===== src/rtl/core/fgts_pkg.sv =====
`default_nettype none
package fgts_pkg;

	localparam int MaxElements = 1024;
	localparam int PosBits = 10;
	localparam int CountBits = 11;
	localparam int ValueBits = 32;

	localparam logic [1:0] StatFound = 2'd0;
	localparam logic [1:0] StatNone = 2'd1;
	localparam logic [1:0] StatBadIndex = 2'd2;

	localparam logic KindWrite = 1'b0;
	localparam logic KindQuery = 1'b1;

	typedef struct packed {
		logic kind;
		logic [PosBits-1:0] first_index;
		logic [PosBits-1:0] second_index;
		logic [ValueBits-1:0] value;
	} req_t;

	typedef struct packed {
		logic [1:0] status;
		logic [PosBits-1:0] position;
	} rsp_t;

	// classified command from the front part
	typedef struct packed {
		logic is_query;
		logic bad;
		logic [PosBits-1:0] lo;
		logic [PosBits-1:0] hi;
		logic [CountBits-1:0] cnt;
		logic [ValueBits-1:0] value;
	} cmd_t;

	typedef enum logic [2:0] {
		BkClear,
		BkIdle,
		BkRdLo,
		BkRdHi,
		BkCmp,
		BkScanRd,
		BkScanCmp,
		BkOut
	} bk_state_t;

endpackage
`default_nettype wire


===== src/rtl/core/fgts_front.sv =====
`default_nettype none
module fgts_front (
	input  wire logic clk,
	input  wire logic arst_n,
	input  wire logic in_valid,
	output logic in_ready,
	input  wire fgts_pkg::req_t in_data,
	input  wire logic [fgts_pkg::CountBits-1:0] count,
	output logic cmd_valid,
	input  wire logic cmd_ready,
	output fgts_pkg::cmd_t cmd_data
);
	// two-entry queue
	fgts_pkg::cmd_t buf_q [2];
	logic wptr_q, rptr_q;
	logic [1:0] fill_q;
	fgts_pkg::cmd_t c;
	logic [fgts_pkg::CountBits-1:0] eff;
	logic push, pop;

	always_comb begin
		eff = (count > fgts_pkg::CountBits'(fgts_pkg::MaxElements)) ?
			fgts_pkg::CountBits'(fgts_pkg::MaxElements) : count;
		c.is_query = (in_data.kind == fgts_pkg::KindQuery);
		c.cnt = eff;
		c.value = in_data.value;
		c.bad = ({1'b0, in_data.first_index} >= eff) || ({1'b0, in_data.second_index} >= eff);
		if (!c.is_query) begin
			c.lo = in_data.first_index;
			c.hi = in_data.first_index;
		end else if (in_data.first_index < in_data.second_index) begin
			c.lo = in_data.first_index;
			c.hi = in_data.second_index;
		end else begin
			c.lo = in_data.second_index;
			c.hi = in_data.first_index;
		end
	end

	assign in_ready = (fill_q != 2'd2);
	assign cmd_valid = (fill_q != 2'd0);
	assign cmd_data = buf_q[rptr_q];
	assign push = in_valid && in_ready;
	assign pop = cmd_valid && cmd_ready;

	always_ff @(posedge clk) begin
		if (push) buf_q[wptr_q] <= c;
	end

	always_ff @(posedge clk or negedge arst_n) begin
		if (!arst_n) begin
			wptr_q <= 1'b0;
			rptr_q <= 1'b0;
			fill_q <= 2'd0;
		end else begin
			if (push) wptr_q <= !wptr_q;
			if (pop) rptr_q <= !rptr_q;
			fill_q <= fill_q + 2'(push) - 2'(pop);
		end
	end
endmodule
`default_nettype wire


===== config.mk =====
export PLATFORM = sky130hd
export DESIGN_NAME = fgts_front
export DESIGN_NICKNAME = d
export VERILOG_FILES = /design/src/rtl/core/fgts_pkg.sv /design/src/rtl/core/fgts_front.sv
export SDC_FILE = /design/constraint.sdc
export NUM_CORES = 1
export LEC_CHECK = 0
export ABC_AREA = 0
export BUFFER_PORTS_ARGS = -buffer_cell sky130_fd_sc_hd__clkbuf_2
export CORE_MARGIN = 2
export CORE_UTILIZATION = 49
export DETAILED_ROUTE_END_ITERATION = 10
export PLACE_DENSITY = 0.72
export RECOVER_POWER = 25
export SLEW_MARGIN = 15
export SYNTH_ARGS = -nofsm -noshare
export SYNTH_HDL_FRONTEND = slang
export SYNTH_SLANG_ARGS = --single-unit

===== constraint.sdc =====
create_clock -name clk -period 3.5 [get_ports clk]
set_input_delay 0.175 -clock clk [delete_from_list [all_inputs] [get_ports clk]]
set_output_delay 0.175 -clock clk [all_outputs]
set_load 0.01 [all_outputs]

Word level (Yosys, flattened, before mapping) --
Memories as Yosys holds them, arrays and structs flattened. Cells that the tools add are included.
Cells by class: multiplexer cells 5, add/sub/neg operators 2, magnitude comparators 4, eq/ne operators 1, reduce and logical (&&, ||, !) cells 6
Operator list (number):
- $mux 20 | 2
- $ge 10x11->1 | 2
- $gt 11x11->1 const B | 1
- $mux 11 | 1
- $lt 10x10->1 | 1
- $add 2x1->2 | 1
- $logic_and 1x1->1 | 2
- $logic_not 1->1 | 2
- $mux 1 | 2
- $ne 2x2->1 const B | 1
- $reduce_bool 2->1 | 1
- $sub 2x1->2 | 1
- $logic_or 1x1->1 | 1
Word-level totals: input port bits 68, flip-flop bits (word level) 4, word-level logic and storage cells 22, memories kept 1, output and inout port bits 67, memory bits (writable) 130
Memories:
- buf_q | words 2, bits a word 65, read ports 1, clocked after Yosys merged registers in 0, wr ports 1, line fgts_front.sv:14 | fgts_pkg::cmd_t buf_q [2];

Longest topological paths before layout --
depth in word-level cells 4, gate-level depth with buffers 8, depth with buffers taken out 7

Least setup slack after synthesis --
OpenSTA, ideal clock, no wires.
kind flip-flop to flip-flop, start reg fill_q[1], end mem buf_q[0][0] in the netlist's numbering (enable), period minus slack after synthesis 3868 ps, setup time 488 ps, path buffers 0, stages on the path, launching flop included 4, arrival 3380 ps, data required time 3012 ps, path slack -368 ps, cells stage by stage dfrtp_1 nand2b_1 nand2_1 nor2_1
Between the ends: longest elaborated chain between the ends 4
Ends and longest elaborated chain:
- start, declared | line fgts_front.sv:16 | logic [1:0] fill_q;
- start signal, assigned | line fgts_front.sv:58 | fill_q <= fill_q + 2'(push) - 2'(pop);
- $ne 2x2->1 | line fgts_front.sv:40 | assign in_ready = (fill_q != 2'd2);
- net in_ready | line fgts_front.sv:6 | output logic in_ready,
- $logic_and 1x1->1 | line fgts_front.sv:43 | assign push = in_valid && in_ready;
- $mux 1 | line fgts_front.sv:47 | if (push) buf_q[wptr_q] <= c;
- $mux 1 (not written as such) | line fgts_front.sv:47
- end, declared | line fgts_front.sv:14
The timed path passes the listed nets, and every way through them passes these cells.

==> impl_metrics.ini <==
[power]
p_int_uw = 4270
leakagePower_uw = 0.00313
power_uw = 5940
seqPwrFrac = 0.398
power_frac_clock = 0.320
powerDensity_nw_per_um2 = 765
switchingPower_uw = 1670
swShare = 0.281
peakVddDrop_uv = 369
power.share.combinational = 0.282

[layout]
final_core_util = 0.651
final_cell_area_um2 = 7760
multiInputGateArea_um2 = 1830
seq_area_um2 = 4010
diodes = 0
fillCellCount = 868
drive_gt1_frac = 0.410
area_growth_pct = 30.4
nets = 637

[sta]
finalSetupViolations = 0
hold_ws_ns = 0.0928
tns_ns = 0
rsz0062_at_grt = false
relSlewSlack = 0.358
hold_violations = 0
clock.fmax_mhz = 445
finClkSkew_ns = 0.0107
period_needed_ns = 2.25
final_max_slew_viol_count = 0
post-route-period-util = 0.642
tightest_slew_ns = 0.963

[global_routing]
grt_pass1_wl_um = 18800
grt_pass1_vias = 3869
gr-total-overflow = 0
grt_use_total = 0.194
antenna_found_initial = 0
grt_start_max_net_pins = 66

[status]
outcome = finished clean

[drt]
first_pass_iters = 5
vias = 3641
drtIter0Drc = 224
postRouteAntennaNets = 0
via_per_inst = 5.22
post_drt_wl_per_cell_um = 17.5
post-route-drc-count = 0
wirelength_um = 12200

[clock_network]
insertion_delay_ns = 0.41
clk_pin_slew_ns = 0.05
root_buffer = clkbuf_16
cts_made_buffers = 17
post-cts-setup-buffer-count = 0
cts.sinks = 134
cts_tree = done
cts_max_level = 4
cts_hold_buf = 33
post_cts_resized = 0
ctsLongestPathBuffers = 2

[logic_synthesis]
ys_types = 31
yosysWarnings = 0
synthArstFlopShare = 0.0299
synth-edff-count = 130
syn_nets = 459
syn_area_um2 = 5950
synth_area_leaders = edfxtp_1 (66%), mux2_2 (12%), ha_1 (6.5%), mux2_4 (2.3%), dfrtp_1 (1.7%)
synth_commonest_cells = edfxtp_1 (130), mux2_2 (65), ha_1 (31)
avgSynthCellArea_um2 = 16.5
yosys_register_bits = 134
synthFlopType = edfxtp_1
yosys.cell_count.top_type = edfxtp_1
synth_cells = 360
ys_seq_area_frac = 0.673
yosys.area.top_type = edfxtp_1
synth_top_cell_area_share = 0.656

[floorplanning]
start_util = 0.500
die_area_um2 = 13000
die_y_um = 114
io_pins = 135
rows = 40
core_area_um2 = 11900
die_x_um = 114

[run]
drv_cap = 0

[worst_setup_path]
worstPathRequired_ns = 3.32
worstSetupPathType = reg2out
cp.arrival_ns = 2.07
cp-start-kind = register
crit_fanout = 41
crit_path_end_kind = primary output

[place]
placed_area_um2 = 6820
place_congestion = 0.841
port_buffers = 134
dp_hpwl_um = 8060

[worst_hold_path]
hold_path_class = in2reg
## per-layer routing
metal,wire length [um],GRT usage,share of wire,up-vias
met1,4980,0.213,0.41,1776
li1,-,-,-,1739
met2,6360,0.354,0.52,120
met4,75,0.0545,0.0061,0
met3,819,0.0678,0.067,6
met5,0,0,0,-
## logic make-up after synthesis
| kind of cell | count (synthesis) | share of synthesized area |
|---|---|---|
| buf+inv | 33 | 0.0221 |
| xor+xnor | 4 | 0.00589 |
| mux | 75 | 0.147 |
| compound gates | 36 | 0.0433 |
| simple gates | 47 | 0.0435 |
| fa+ha+maj | 31 | 0.0652 |
| flops | 134 | 0.673 |
## final timing paths
kind / startpoint / to / slack [ns] / depth (start not counted)
max in group asynchronous: arst_n / rptr_q / 3.17 / 2
min reg2reg: fill_q[1] / fill_q[1] / 0.50 / 1
min: cmd_ready / rptr_q / 0.09 / 3
max: rptr_q / cmd_data[11] / 1.25 / 3
max reg2reg: fill_q[1] / buf_q[0][31] / 1.51 / 4
min in group asynchronous: arst_n / fill_q[1] / 0.12 / 2
## power by group through the flow
stage | sequential, uW | clock [uW] | combinational, uW
3_3_place_gp | 2380 | 0 | 1640
4_1_cts | 2370 | 1940 | 1700
5_1_grt | 2400 | 2000 | 1810
2_1_floorplan | 2320 | 0 | 1080
3_5_place_dp | 2400 | 0 | 1660
6_report | 2360 | 1900 | 1670
## critical path: stages, from the launching register on
cell      delay [ns]
dfrtp_2         0.79
buf_12          0.33
mux2_2          0.38
clkbuf_2        0.14
## final cells by class
cell class | instances | area share
Multi-Input combinational cell | 193 | 0.235
Clock inverter | 12 | 0.0261
Inverter | 22 | 0.0106
Timing Repair Buffer | 170 | 0.132
Sequential cell | 134 | 0.516
Clock buffer | 20 | 0.0563
Tap cell | 147 | 0.0237
## stage by stage
| step | setup slack [ns] | instances |
|---|---|---|
| after floorplan | 0.718 | 360 |
| after detailed placement | 1.10 | 633 |
| after global routing | 1.15 | 698 |
| after CTS | 1.21 | 698 |
| after global placement | 1.13 | 633 |
| final | 1.25 | 698 |
## layout by cell type, fill, tap and decap left out, types with 2 or more instances in the layout
master	count
o21ai_0	4
clkbuf_2	114
nand4_1	3
a21o_1	2
a221o_1	9
nand3_1	4
xnor2_1	3
a21oi_1	13
a211o_1	2
nor2b_1	11
clkbuf_1	23
ha_1	31
nand2b_1	13
mux2_2	65
edfxtp_1	130
bufinv_16	5
mux2_4	9
nor2_1	3
dfrtp_1	3
buf_12	2
inv_1	22
nand2_1	8
clkinv_4	4
dlygate4sd3_1	33
clkbuf_16	17
clkinv_2	2
## registers in the layout, summed over array words and instances, names as in the netlist
| signal | flops |
|---|---|
| buf_q | 130 |
| fill_q | 2 |
| wptr_q | 1 |
| rptr_q | 1 |
Power figures use the tool's default switching activity.
